--- config.mk ---
export PLATFORM = sky130hd
export DESIGN_NAME = scds_entry
export DESIGN_NICKNAME = d
export VERILOG_FILES = /design/src/sv/scds_pkg.sv /design/src/sv/scds_entry.sv
export SDC_FILE = /design/constraint.sdc
export NUM_CORES = 1
export LEC_CHECK = 0
export ABC_CLOCK_PERIOD_IN_PS = 4400
export BUFFER_PORTS_ARGS = -buffer_cell sky130_fd_sc_hd__buf_2
export CORE_MARGIN = 2
export CORE_UTILIZATION = 27
export DETAILED_ROUTE_END_ITERATION = 8
export RECOVER_POWER = 25
export SYNTH_ARGS = -nofsm -noshare
export SYNTH_HDL_FRONTEND = slang
export SYNTH_SLANG_ARGS = --single-unit
--- constraint.sdc ---
create_clock -name aclk -period 4.4 [get_ports aclk]
set_clock_uncertainty 0.05 [all_clocks]
set_input_delay 0.66 -clock aclk [delete_from_list [all_inputs] [get_ports aclk]]
set_output_delay 0.66 -clock aclk [all_outputs]
set_load 0.1 [all_outputs]
--- src/sv/scds_pkg.sv ---
// ----------------------------------------------------------------------------
// scds_pkg
// shared constants and the per-request record of the clock divider search
// ----------------------------------------------------------------------------
package scds_pkg;

    localparam int PRESCALE_MAX_DEF = 16;
    localparam int COUNT_MAX_DEF    = 64;

    // width that holds any counter length or prescaler value in range
    localparam int NW = 9;

    localparam logic [29:0] SRC_RESET  = 30'd40000000;
    localparam logic [7:0]  DUTY_RESET = 8'd128;

    // reciprocal scaling for the constant dividers
    localparam int RECIP_SHIFT = 32;

    // x / 255 for x below 65535 equals ((x + 1) * 257) >> 16
    localparam int DUTY_RECIP = 257;
    localparam int DUTY_SHIFT = 16;

    typedef enum logic {
        REG_SOURCE_FREQ = 1'b0,
        REG_DUTY_LEVEL  = 1'b1
    } reg_idx_t;

    typedef struct packed {
        logic [29:0]   tgt;
        logic [29:0]   src;
        logic [7:0]    duty;
        logic          pass;
        logic          fast;
        logic [29:0]   min_gap;
        logic [NW-1:0] best_n;
        logic [NW-1:0] sel_pre;
    } item_t;

endpackage

--- src/sv/scds_entry.sv ---
// ----------------------------------------------------------------------------
// scds_entry
// request entry stage: zero fixup, pass-through and too-fast checks
// ----------------------------------------------------------------------------
module scds_entry #(
    parameter int PRESCALE_MAX = scds_pkg::PRESCALE_MAX_DEF,
    parameter int COUNT_MAX    = scds_pkg::COUNT_MAX_DEF
) (
    input  logic               aclk,
    input  logic               aresetn,
    input  logic               en,
    input  logic               in_valid,
    input  logic [29:0]        in_tgt,
    input  logic [29:0]        src,
    input  logic [7:0]         duty,
    output logic               out_valid,
    output scds_pkg::item_t    out_item
);

    localparam int PN = PRESCALE_MAX * COUNT_MAX;

    logic            valid_reg;
    scds_pkg::item_t item_reg;
    scds_pkg::item_t item_next;
    logic [29:0]     tgt1;
    logic [30:0]     tgt_p1;
    logic [47:0]     lim;

    always_comb begin
        tgt1   = (in_tgt == 30'd0) ? 30'd1 : in_tgt;
        tgt_p1 = 31'(tgt1) + 31'd1;
        // src / (P*N) > tgt  <=>  src >= (tgt + 1) * P * N
        lim    = 48'(tgt_p1) * 48'(PN);
        item_next.tgt      = tgt1;
        item_next.src      = src;
        item_next.duty     = duty;
        item_next.pass     = (tgt1 >= src);
        item_next.fast     = (48'(src) >= lim);
        item_next.min_gap  = tgt1;
        item_next.best_n   = scds_pkg::NW'(COUNT_MAX);
        item_next.sel_pre  = scds_pkg::NW'(PRESCALE_MAX);
    end

    always_ff @(posedge aclk) begin
        if (!aresetn) begin
            valid_reg <= 1'b0;
        end else if (en) begin
            valid_reg <= in_valid;
        end
    end

    always_ff @(posedge aclk) begin
        if (en) begin
            item_reg <= item_next;
        end
    end

    assign out_valid = valid_reg;
    assign out_item  = item_reg;

endmodule

Word-level counts from Yosys, hierarchy flattened
Cells that the tools add are included.
{ "op_classes": {"n_div": 0, "add_sub_neg": 1, "n_eq_ne": 0, "multipliers": 0, "reduce_logical": 1, "n_mux": 1, "order_cmp": 2, "n_shift": 0, "bitwise": 0} }
{ "ops": {"columns": ["cell", "count"], "rows": [
  [">= comparator 30 x 41 -> 1 bit", 1],
  ["adder 30 x 1 -> 31 bit (second input constant)", 1],
  [">= comparator 30 bit", 1],
  ["zero test 30 bit", 1],
  ["two-way mux 30 bit", 1]
]} }
{ "word_totals": {"memories": 0, "mem_bits_rw": 0, "latch_bits": 0, "romBits": 0, "wordCells": 11, "reg_bits": 71} }

Longest topological paths before layout
{ "depth": {"word_depth": 4, "depth_mapped": 17, "ltp_nobuf": 17} }

Worst setup path before layout
Ideal clock, no wire load.
{ "synth_path": {"kind": "input-to-reg", "startpoint": "input in_tgt[24]", "endpoint": "register item_reg, in the netlist out_item[48], data pin", "n_path_buf": 0, "arrival_time_ps": 3345, "setup_ps": 267, "path_stages": 17, "slack_ps": 738, "cell_sequence": "nor4_1 nand4_1 nor2_1 nor2_1 inv_1 ha_1 nand4_2 or2_1 nor2_1 xnor2_1 ha_1 and4_1 nand4_1 nor4_1 o31a_1 a311oi_1 nor4_2"} }
{ "synth_rtl": {"columns": ["item", "line_no", "source"], "rows": [
  ["start, declared", "scds_entry.sv:13", "input logic [29:0] in_tgt,"],
  ["end signal, assigned", "scds_entry.sv:54", "item_reg <= item_next;"],
  ["end, declared", "scds_entry.sv:23", "scds_pkg::item_t item_reg;"]
]} }

==> results.md <==
- Via count: 3,480
- Leak: 2.31 nW
- Tightest Hold Check Type: input pin to flop
- Rel. slew slack: 0.366
- Hold Vio Cnt, Final: 0
- Hpwl dp: 9840 µm
- Layout cells sized above 1: 0.279
- Synth Area in Simple Gates: 0.130
- WP data required: 4.44 ns
- Register area share after synthesis: 0.479
- Final count of negative-setup-slack endpoints: 0
- Hold Crit Depth: 1
- Vias in the first global route: 3,539
- CTS Buf Count: 9
- Main combinational cell family by area after synthesis: adder cells
- R2R Setup Slk: 3.76 ns
- Worst EP arrival: 4.22 ns
- Hold Path Sink: out_item[52]$_DFFE_PP_
- Max-slew violations: 0
- Core ar.: 15,900 µm²
- Worst-Margin Slew: 0.952 ns
- Gr usage total: 0.144
- Post-synth EDFFs: 70
- Grt ovf: 0
- Multi-input logic area: 1760 µm²
- Longest Clk Path Bufs: 2
- R2R Path Start: out_valid$_SDFFE_PN0P_
- Via/cell ratio: 4.63
- Clk slew on worst S/H paths: 0.06 ns
- Crit path time final: 4.18 ns
- Peak Freq: 239 MHz
- Row cnt: 46
- Post-CTS Resized: 0
- WS Path Type: input pin to flop
- Die W: 132 µm
- Asr flop ratio synth: 0
- #FFs+latches synth: 71
- Count of input and output buffers: 172
- CTS tree: yes
- Critical-path maximum fanout: 8
- Initial antenna violation count: 0
- Clk root buf: clkbuf_16
- First-pass GRT wire length: 19,200 µm
- TritonRoute pass-1 iters: 5
- Crit share post-route: 0.951
- Fill cells: 1,628
- Commonest non-fill, non-tap cell in the layout: buf_2
- Peak supply drop: 0.175 mV
- Power Density: 463 nW/µm²
- # Max-Cap Violations: 0
- Unrepaired setup endpoints after global routing: no
- Clock sinks: 71
- Setup Fix Bufs, Post-CTS: 0
- Worst setup EP type: flop
- Avg Inst Size Synth: 10.9 µm²
- Total Routed Length: 12,400 µm
- Power Total: 2.52 mW
- Drt first-iter violations: 125
- Total I/O pin count: 191
- Cells after Synth: 405
- Die height: 132 µm
- Status: finished clean
- Warnings, synthesis: 0
- Largest net degree at the start of global routing: 72
- DR DRC count: 0
- Startpoint Class: input pin
- Most common flop cell mapped by yosys: edfxtp_1
- DR WL/cell: 16.6 µm
- Hold Path Origin: duty[2]
- Commonest cells after routing, fill and taps aside: 122 x buf_2, 70 x edfxtp_1, 49 x ha_1, 49 x clkbuf_1, 35 x inv_1
- Cts hold-fix bufs: 0
- Synthesis-to-layout area growth: 22.9%
- Clk_lat worst skew: 0.34 ns
- Clock H-tree levels: 3
- Mapped Area: 4430 µm²
- # diodes: 0
- Adder-Cell Fraction of Synth Area: 0.138
- DRT antenna net count: 0
- Mux share of post-synthesis cell area: 0.00452
- Starting density of the core: 0.278
- Seq. cell area: 2120 µm²
- Synth Area in XOR/XNOR: 0.0415
- Compound-Gate Fraction of Synth Area: 0.0673
- Worst reg2reg path endpoint: out_valid$_SDFFE_PN0P_
- Gpl congestion: 0.865
- Post-synth cell types: 46
- Final TNS setup: 0 ns
- Reg2reg path depth: 2
- Final nets: 651
- Full die area: 17,400 µm²
-- registers in the layout, summed over array words and instances (netlist names) --
register / cells
out_item: 70
out_valid: 1
-- synthesized netlist by cell type (7+ instances only) --
library cell / n / share of area
xnor2_1: 10 / 0.020
nand2_1: 20 / 0.017
inv_1: 35 / 0.030
edfxtp_1: 70 / 0.47
ha_1: 49 / 0.14
a21oi_1: 16 / 0.018
xor2_1: 11 / 0.022
nand3_1: 11 / 0.012
clkbuf_1: 29 / 0.025
nor3_1: 7 / 0.0079
nor4_1: 13 / 0.018
buf_4: 49 / 0.083
nor2_1: 13 / 0.011
nand4_1: 10 / 0.014
o21ai_0: 10 / 0.011
-- critical path: stages --
cell and delay, ns:
buf_2 0.17, nor4_1 0.55, nand4_1 0.25, nor2_1 0.16
nor2_1 0.09, inv_1 0.08, ha_1 0.29, nand4_2 0.15
or2_1 0.26, nor2_1 0.13, xnor2_1 0.15, ha_1 0.27
and4_1 0.17, nand4_1 0.07, nor4_1 0.05, o31a_1 0.27
a311oi_1 0.34, nor4_2 0.09
-- cells by family after synthesis --
family,Yosys count
AO/OA/AOI/OAI,46
buffers and inverters,113
AND/OR/NAND/NOR,101
flip-flops,71
adder cells (fa/ha/maj),49
multiplexers,2
XOR/XNOR,21
other,2
-- layout make-up --
| type | count | area share |
|---|---|---|
| Clock inverter | 7 | 0.0189 |
| Multi-Input combinational cell | 237 | 0.323 |
| Tap cell | 216 | 0.0497 |
| Timing Repair Buffer | 176 | 0.153 |
| Clock buffer | 9 | 0.0414 |
| Inverter | 35 | 0.0241 |
| Sequential cell | 71 | 0.390 |
-- worst max-delay path by stage --
| stage | start | endpoint | slack (ns) | depth (start not counted) |
|---|---|---|---|---|
| 4_1_cts | in_tgt[25] | out_item[48]$_DFFE_PP_ | 0.33 | 18 |
| 2_1_floorplan | in_tgt[24] | out_item[48]$_DFFE_PP_ | 0.74 | 17 |
| 3_3_place_gp | in_tgt[25] | out_item[48]$_DFFE_PP_ | 0.09 | 18 |
| 6_report | in_tgt[25] | out_item[48]$_DFFE_PP_ | 0.22 | 18 |
| 3_5_place_dp | in_tgt[25] | out_item[48]$_DFFE_PP_ | -0.03 | 18 |
| 5_1_grt | in_tgt[25] | out_item[48]$_DFFE_PP_ | 0.01 | 18 |
-- through the flow --
step / instance area [µm²] / worst slack (ns) / cells / hold WS [ns] / util
6_report: 5440 / 0.217 / 751 / 0.434 / 0.341
5_1_grt: 5440 / 0.0102 / 751 / 0.420 / 0.341
4_1_cts: 5500 / 0.326 / 751 / 0.423 / 0.345
3_5_place_dp: 5170 / -0.0276 / 735 / 0.462 / 0.325
3_3_place_gp: 5170 / 0.0916 / 735 / 0.441 / 0.325
2_1_floorplan: 4490 / 0.738 / 421 / 0.709 / -
-- routing by layer --
metal,share of wire,GRT usage
met5,0,0
met4,0.033,0.0694
met3,0.058,0.0331
met2,0.47,0.239
met1,0.44,0.176
-- report_power, final --
group	total [mW]	internal, mW	switching (mW)
logic	0.893	0.125	0.768
registers	0.820	0.803	0.0163
clock network	0.807	0.503	0.304
total	2.52	1.43	1.09
(Power assumes the default switching activity.)
