**config.mk**
```make
export PLATFORM = sky130hd
export DESIGN_NAME = scds_out
export DESIGN_NICKNAME = d
export VERILOG_FILES = /design/src/sv/scds_pkg.sv /design/src/sv/scds_out.sv
export SDC_FILE = /design/constraint.sdc
export NUM_CORES = 1
export LEC_CHECK = 0
export BUFFER_PORTS_ARGS = -buffer_cell sky130_fd_sc_hd__buf_2
export CORE_ASPECT_RATIO = 1.75
export CORE_MARGIN = 8
export CORE_UTILIZATION = 30
export CTS_BUF_LIST = sky130_fd_sc_hd__clkbuf_2
export DETAILED_ROUTE_END_ITERATION = 8
export SLEW_MARGIN = 20
export SYNTH_ARGS = -nofsm -noshare
export SYNTH_HDL_FRONTEND = slang
export SYNTH_SLANG_ARGS = --single-unit
```
**constraint.sdc**
```tcl
create_clock -name aclk -period 8.3 [get_ports aclk]
set_clock_uncertainty 0.2 [all_clocks]
set_input_delay 0.415 -clock aclk [delete_from_list [all_inputs] [get_ports aclk]]
set_output_delay 0.415 -clock aclk [all_outputs]
set_load 0.1 [all_outputs]
```
**src/sv/scds_pkg.sv**
```systemverilog
// ----------------------------------------------------------------------------
// scds_pkg
// shared constants and the per-request record of the clock divider search
// ----------------------------------------------------------------------------
package scds_pkg;

    localparam int PRESCALE_MAX_DEF = 16;
    localparam int COUNT_MAX_DEF    = 64;

    // width that holds any counter length or prescaler value in range
    localparam int NW = 9;

    localparam logic [29:0] SRC_RESET  = 30'd40000000;
    localparam logic [7:0]  DUTY_RESET = 8'd128;

    // reciprocal scaling for the constant dividers
    localparam int RECIP_SHIFT = 32;

    // x / 255 for x below 65535 equals ((x + 1) * 257) >> 16
    localparam int DUTY_RECIP = 257;
    localparam int DUTY_SHIFT = 16;

    typedef enum logic {
        REG_SOURCE_FREQ = 1'b0,
        REG_DUTY_LEVEL  = 1'b1
    } reg_idx_t;

    typedef struct packed {
        logic [29:0]   tgt;
        logic [29:0]   src;
        logic [7:0]    duty;
        logic          pass;
        logic          fast;
        logic [29:0]   min_gap;
        logic [NW-1:0] best_n;
        logic [NW-1:0] sel_pre;
    } item_t;

endpackage

```
**src/sv/scds_out.sv**
```systemverilog
// ----------------------------------------------------------------------------
// scds_out
// duty mapping, field packing and the result register
// ----------------------------------------------------------------------------
module scds_out (
    input  logic               aclk,
    input  logic               aresetn,
    input  logic               en,
    input  logic               in_valid,
    input  scds_pkg::item_t    in_item,
    output logic               out_valid,
    output logic [23:0]        out_tdata,
    output logic               out_tuser
);

    localparam int DS = scds_pkg::DUTY_SHIFT;

    logic        valid_reg;
    logic [23:0] tdata_reg, tdata_next;
    logic        tuser_reg, tuser_next;
    logic [scds_pkg::NW-1:0] nm2, nm1, pm1;
    logic [16:0] x;
    logic [25:0] hq;

    always_comb begin
        nm1 = in_item.best_n - scds_pkg::NW'(1);
        nm2 = in_item.best_n - scds_pkg::NW'(2);
        pm1 = in_item.sel_pre - scds_pkg::NW'(1);
        x   = 17'(in_item.duty) * 17'(nm2);
        // divide by 255
        hq  = 26'(18'(x) + 18'd1) * 26'(scds_pkg::DUTY_RECIP);
        if (in_item.pass) begin
            tdata_next = '0;
            tuser_next = 1'b1;
        end else begin
            tdata_next = {2'b00, hq[DS+5:DS], nm1[5:0], nm1[5:0], pm1[3:0]};
            tuser_next = 1'b0;
        end
    end

    always_ff @(posedge aclk) begin
        if (!aresetn) begin
            valid_reg <= 1'b0;
        end else if (en) begin
            valid_reg <= in_valid;
        end
    end

    always_ff @(posedge aclk) begin
        if (en) begin
            tdata_reg <= tdata_next;
            tuser_reg <= tuser_next;
        end
    end

    assign out_valid = valid_reg;
    assign out_tdata = tdata_reg;
    assign out_tuser = tuser_reg;

endmodule

```
* After elaboration in Yosys (flattened, before gate mapping)
Cells that the tools add are included.
** Cells by class
- Bitwise operators :: 0
- Add/sub/neg operators :: 4
- Div/mod/pow operators :: 0
- Muxes and demuxes :: 1
- Shift-type cells :: 0
- Equal/unequal tests :: 0
- Multipliers :: 2
- Magnitude comparators :: 0
- Reductions and logical operators :: 0
** Operators by type and width (number)
- multiplier 18 x 9 -> 22 bit (second input constant) :: 1
- adder 17 x 1 -> 18 bit (second input constant) :: 1
- multiplier 8 x 9 -> 17 bit :: 1
- subtractor 9 x 2 -> 9 bit (second input constant) :: 1
- subtractor 6 x 1 -> 6 bit (second input constant) :: 1
- subtractor 4 x 1 -> 4 bit (second input constant) :: 1
- 2-to-1 mux 1 bit :: 1
** Storage, ports and cells
- Latch bits :: 0
- Bits in writable memories :: 0
- Memory bits (read-only) :: 0
- Input port bits :: 122
- Register bits :: 26
- Memories :: 0
- Output and inout port bits :: 26

* Longest topological paths before layout
- Depth in word-level cells :: 4
- Mapped depth :: 30
- Mapped depth without buffers :: 30

* Worst setup path after synthesis
No wires, ideal clock.
- Path type :: input to register
- From :: input in_item[10] (netlist name)
- To :: register tdata_reg[21], in the netlist out_tdata[21] (data pin)
- Slack :: 341 ps
- Data required time :: 7840 ps
- Path buffers :: 0
- Stages on the path :: 29
- Data arrival time :: 7499 ps
- Cell sequence :: inv_1 ha_1 nor3b_1 xor2_1 nand2_1 fa_1 inv_1 fa_1 fa_1 inv_1 fa_1 inv_1 ha_1 a21o_1 a21o_1 o31ai_2 a21oi_1 o221ai_1 nor2b_1 xnor2_1 ha_1 ha_1 ha_1 nand2_1 or4_4 nor4_4 o21a_2 o221a_2 mux2_4
** On the way
- Longest elaborated chain between the ends :: 4
** Ends and longest elaborated chain
- from (decl) :: line scds_out.sv:10 : input scds_pkg::item_t in_item,
- subtractor 9 x 2 -> 9 bit :: line scds_out.sv:27 : nm2 = in_item.best_n - scds_pkg::NW'(2);
- multiplier 8 x 9 -> 17 bit :: line scds_out.sv:29 : x = 17'(in_item.duty) * 17'(nm2);
- adder 17 x 1 -> 18 bit :: line scds_out.sv:31 : hq = 26'(18'(x) + 18'd1) * 26'(scds_pkg::DUTY_RECIP);
- multiplier 18 x 9 -> 22 bit :: line scds_out.sv:31
- to (signal assigned) :: line scds_out.sv:51 : tdata_reg <= tdata_next;
- to (decl) :: line scds_out.sv:19 : logic [23:0] tdata_reg, tdata_next;
Every way passes these cells.
A chain may end at the register's enable or synchronous reset.

* Final worst setup path
- From :: input in_item[11] (netlist name)
- To :: register tdata_reg[21], in the netlist out_tdata[21] (data pin)
Same word-level chain as after synthesis.

==> results_dict.tcl <==
set metrics [dict create \
    worst_skew_pair.late_latency_ns 0.32 \
    ys_dominant_reg_cell "edfxtp_1" \
    power.switching_fraction_pct 55.5 \
    yosys_warnings 0 \
    power_density_mw_per_mm2 420 \
    comb_power_share_pct 90.3 \
    fin_setup_tns_ns 0 \
    post_synth_instance_area_mm2 0.00406 \
    critPathBufInv 5 \
    numPlacedInstances 662 \
    hold_viol 0 \
    post_synth_and_or_nand_nor_area_fraction_pct 20.4 \
    layoutNonFillerInstCount 667 \
    post_synthesis_register_bit_count 18 \
    tritoncts "built" \
    detail_route.wirelength_um 9230 \
    port_buffers 49 \
    power.leakage_nw 2.30 \
    boundaryPins 148 \
    cp_top_family "adder cells" \
    critPathKind "in -> reg" \
    synth_sequential_area_ratio_pct 13.1 \
    detail_route.iter0.violations 133 \
    critical_path.endpoint_type "flip-flop" \
    post_synthesis_to_final_layout_area_growth_pct 12.9 \
    fin_hold_ws_ns 0.0887 \
    report.final.setup_viol 0 \
    via_count_of_the_first_global_routing_pass 3366 \
    area_of_the_die_mm2 0.0177 \
    synthCells 436 \
    timing.fmax_mhz 127 \
    cts_sinks 18 \
    synth_top_family_by_area "adder cells" \
    critical_path.slowest_cell "fa_1" \
    htree_levels 1 \
    cpPeakStageDelay_ns 0.59 \
    ratio_of_final_minimum_period_to_clock_period_pct 94.5 \
    ant_nets 0 \
    number_of_clock_buffers_inserted_by_tritoncts 3 \
    number_of_enable_type_register_cells_in_the_synthesized_netlist 17 \
    drt_drc_violations_left 0 \
    layout_min_cycle_time_ns 7.85 \
    share_clk_of_total_power_pct 2.1 \
    met3_usage_pct 1.74 \
    worst_setup_hold_path_clk_slew_ns 0.17 \
    total_switching_power_mw 1.07 \
    post_drt_wl_per_cell_um 13.8 \
    first_pass_iters 4 \
    num-nets-final 730 \
    met1_usage_pct 10.1 \
    first_pass_grt_wire_length_um 15400 \
    placementRows 56 \
    muxShareOfSynthArea_pct 1.11 \
    p_int_mw 0.857 \
    clockBufferDepth 2 \
    seqPwrFrac_pct 7.6 \
    average_cell_area_after_synthesis_um2 9.31 \
    initial_utilization_pct 30.5 \
    grt.overflow.total 0 \
    max-vdd-ir-drop_mv 0.160 \
    worstSetupStartpointType "input pin" \
    synth_compound_area_share_pct 7.46 \
    final_layout_size_suffix_gt1_share_pct 16.7 \
    nFillCells 1409 \
    fp.dieW_um 104 \
    synth-xor-area-share_pct 6.32 \
    maxCapViolCount 0 \
    core_area_mm2 0.0133 \
    grt_antenna_before_repair 1 \
    synthArstFlopShare_pct 0 \
    crit_top_cell "ha_1" \
    worst_ep_required_time_ns 8.20 \
    rsz0062_at_grt "false" \
    clockRootBuffer "clkbuf_2" \
    synth_cell_types 56 \
    globalRoute.busiestLayer "met2" \
    dp_hpwl_um 8110 \
    viasPerCell 4.72 \
    route.vias.total 3148 \
    globalplace.congestion 0.853 \
    timing.hold.worst.class "in -> reg" \
    path_max_fanout 7 \
    die_height_um 170 \
    grt.total_usage_pct 10.7 \
    critical_path_arrival_ns 7.75 \
    grt_max_degree 20 \
    slew_viol_final 0 \
    cts_hold_buffers 0 \
    synthAdderAreaFrac_pct 43.2 \
    run_status "completed" \
    grt_util_met2_pct 21.8 \
]
[power by group through the flow]
| stage | Combinational, mW | Sequential, mW | Clock [mW] |
|---|---|---|---|
| after floorplan | 1.20 | 0.302 | 0 |
| after global placement | 1.70 | 0.150 | 0 |
| after detailed placement | 1.75 | 0.150 | 0 |
| after CTS | 1.77 | 0.148 | 0.0435 |
| after global routing | 1.97 | 0.150 | 0.0462 |
| final | 1.74 | 0.147 | 0.0396 |
[sequential cells by signal, summed over array words and instances (netlist names)]
signal,count
out_valid,1
out_tuser,1
out_tdata,16
[layout make-up]
cell class                 instances  area (um2)  share of cell area [%]
clock inverter                     1        3.75                  0.0819
antenna                            1        2.50                  0.0546
inverter                          70         263                    5.74
tap                              174         218                    4.75
sequential                        18         531                    11.6
multi-input combinational        337        3200                    69.8
timing repair buffer              63         350                    7.65
clock buffer                       3        15.0                   0.328
[Yosys cell counts (all sizes together), types with 8 or more instances]
cell type | instances | area [um2]
and2 | 23 | 146
xnor2 | 13 | 114
ha | 73 | 913
o21ai | 10 | 50.1
inv | 70 | 263
a21oi | 13 | 65.1
nand2 | 23 | 86.3
nand2b | 8 | 50.1
nor2b | 37 | 239
fa | 42 | 841
edfxtp | 17 | 510
nor3 | 11 | 55.1
nor2 | 22 | 82.6
buf | 8 | 60.1
xor2 | 11 | 96.3
[routing by layer]
metal | up-vias | routed length (um)
met2 | 53 | 5330
met5 | - | 0
li1 | 1539 | -
met1 | 1538 | 3290
met3 | 18 | 371
met4 | 0 | 240
[path summary, 6_finish.rpt]
path / startpoint / endpoint / slack (ns) / cells after the start
setup reg to reg: out_valid / out_valid / 7.50 / 2
hold reg to reg: out_valid / out_valid / 0.34 / 2
setup / recovery: in_item[11] / out_tdata[21] / 0.45 / 30
hold / removal: aresetn / out_valid / 0.09 / 2
[through the flow]
step           cell area, um2  setup WS (ns)  util [%]  total power, mW
6_report                 4580          0.452      34.4             1.92
5_1_grt                  4580         0.0224      34.4             2.16
4_1_cts                  4570          0.342      34.4             1.96
3_5_place_dp             4550        -0.0194      34.2             1.90
3_3_place_gp             4550         0.0204      34.2             1.85
2_1_floorplan            4060          0.341         -             1.50
[layout by cell type (no fill, tap or decap), drive strengths merged, types with 4 or more instances in the layout]
cell type  netlist  layout
a21oi           13      13
xor2            11      11
a21o             4       4
nor3            11      11
and2            23      23
nand2b           8       8
nor2            22      22
xnor2           13      13
or2              5       5
nor2b           37      37
nand3            4       4
nand2           23      23
inv             70      70
fa              42      42
edfxtp          17      17
ha              73      73
buf              8      63
o21ai           10      10
[what timing repair did]
item,in CTS,in global routing
gates resized for setup,0,1
setup buffers,0,0
endpoints found under the setup margin,0,3
[cell families (layout without fill, tap and decap cells)]
group / count (synthesis) / after routing
buffers and inverters: 82 / 137
muxes: 4 / 4
and+or+nand+nor: 146 / 146
adders and majority gates: 115 / 115
xor gates and xnor gates: 26 / 26
AOI/OAI and AO/OA: 44 / 44
other: 1 / 3
DFF: 18 / 18
No activity file was read; power rests on OpenSTA's default activity.
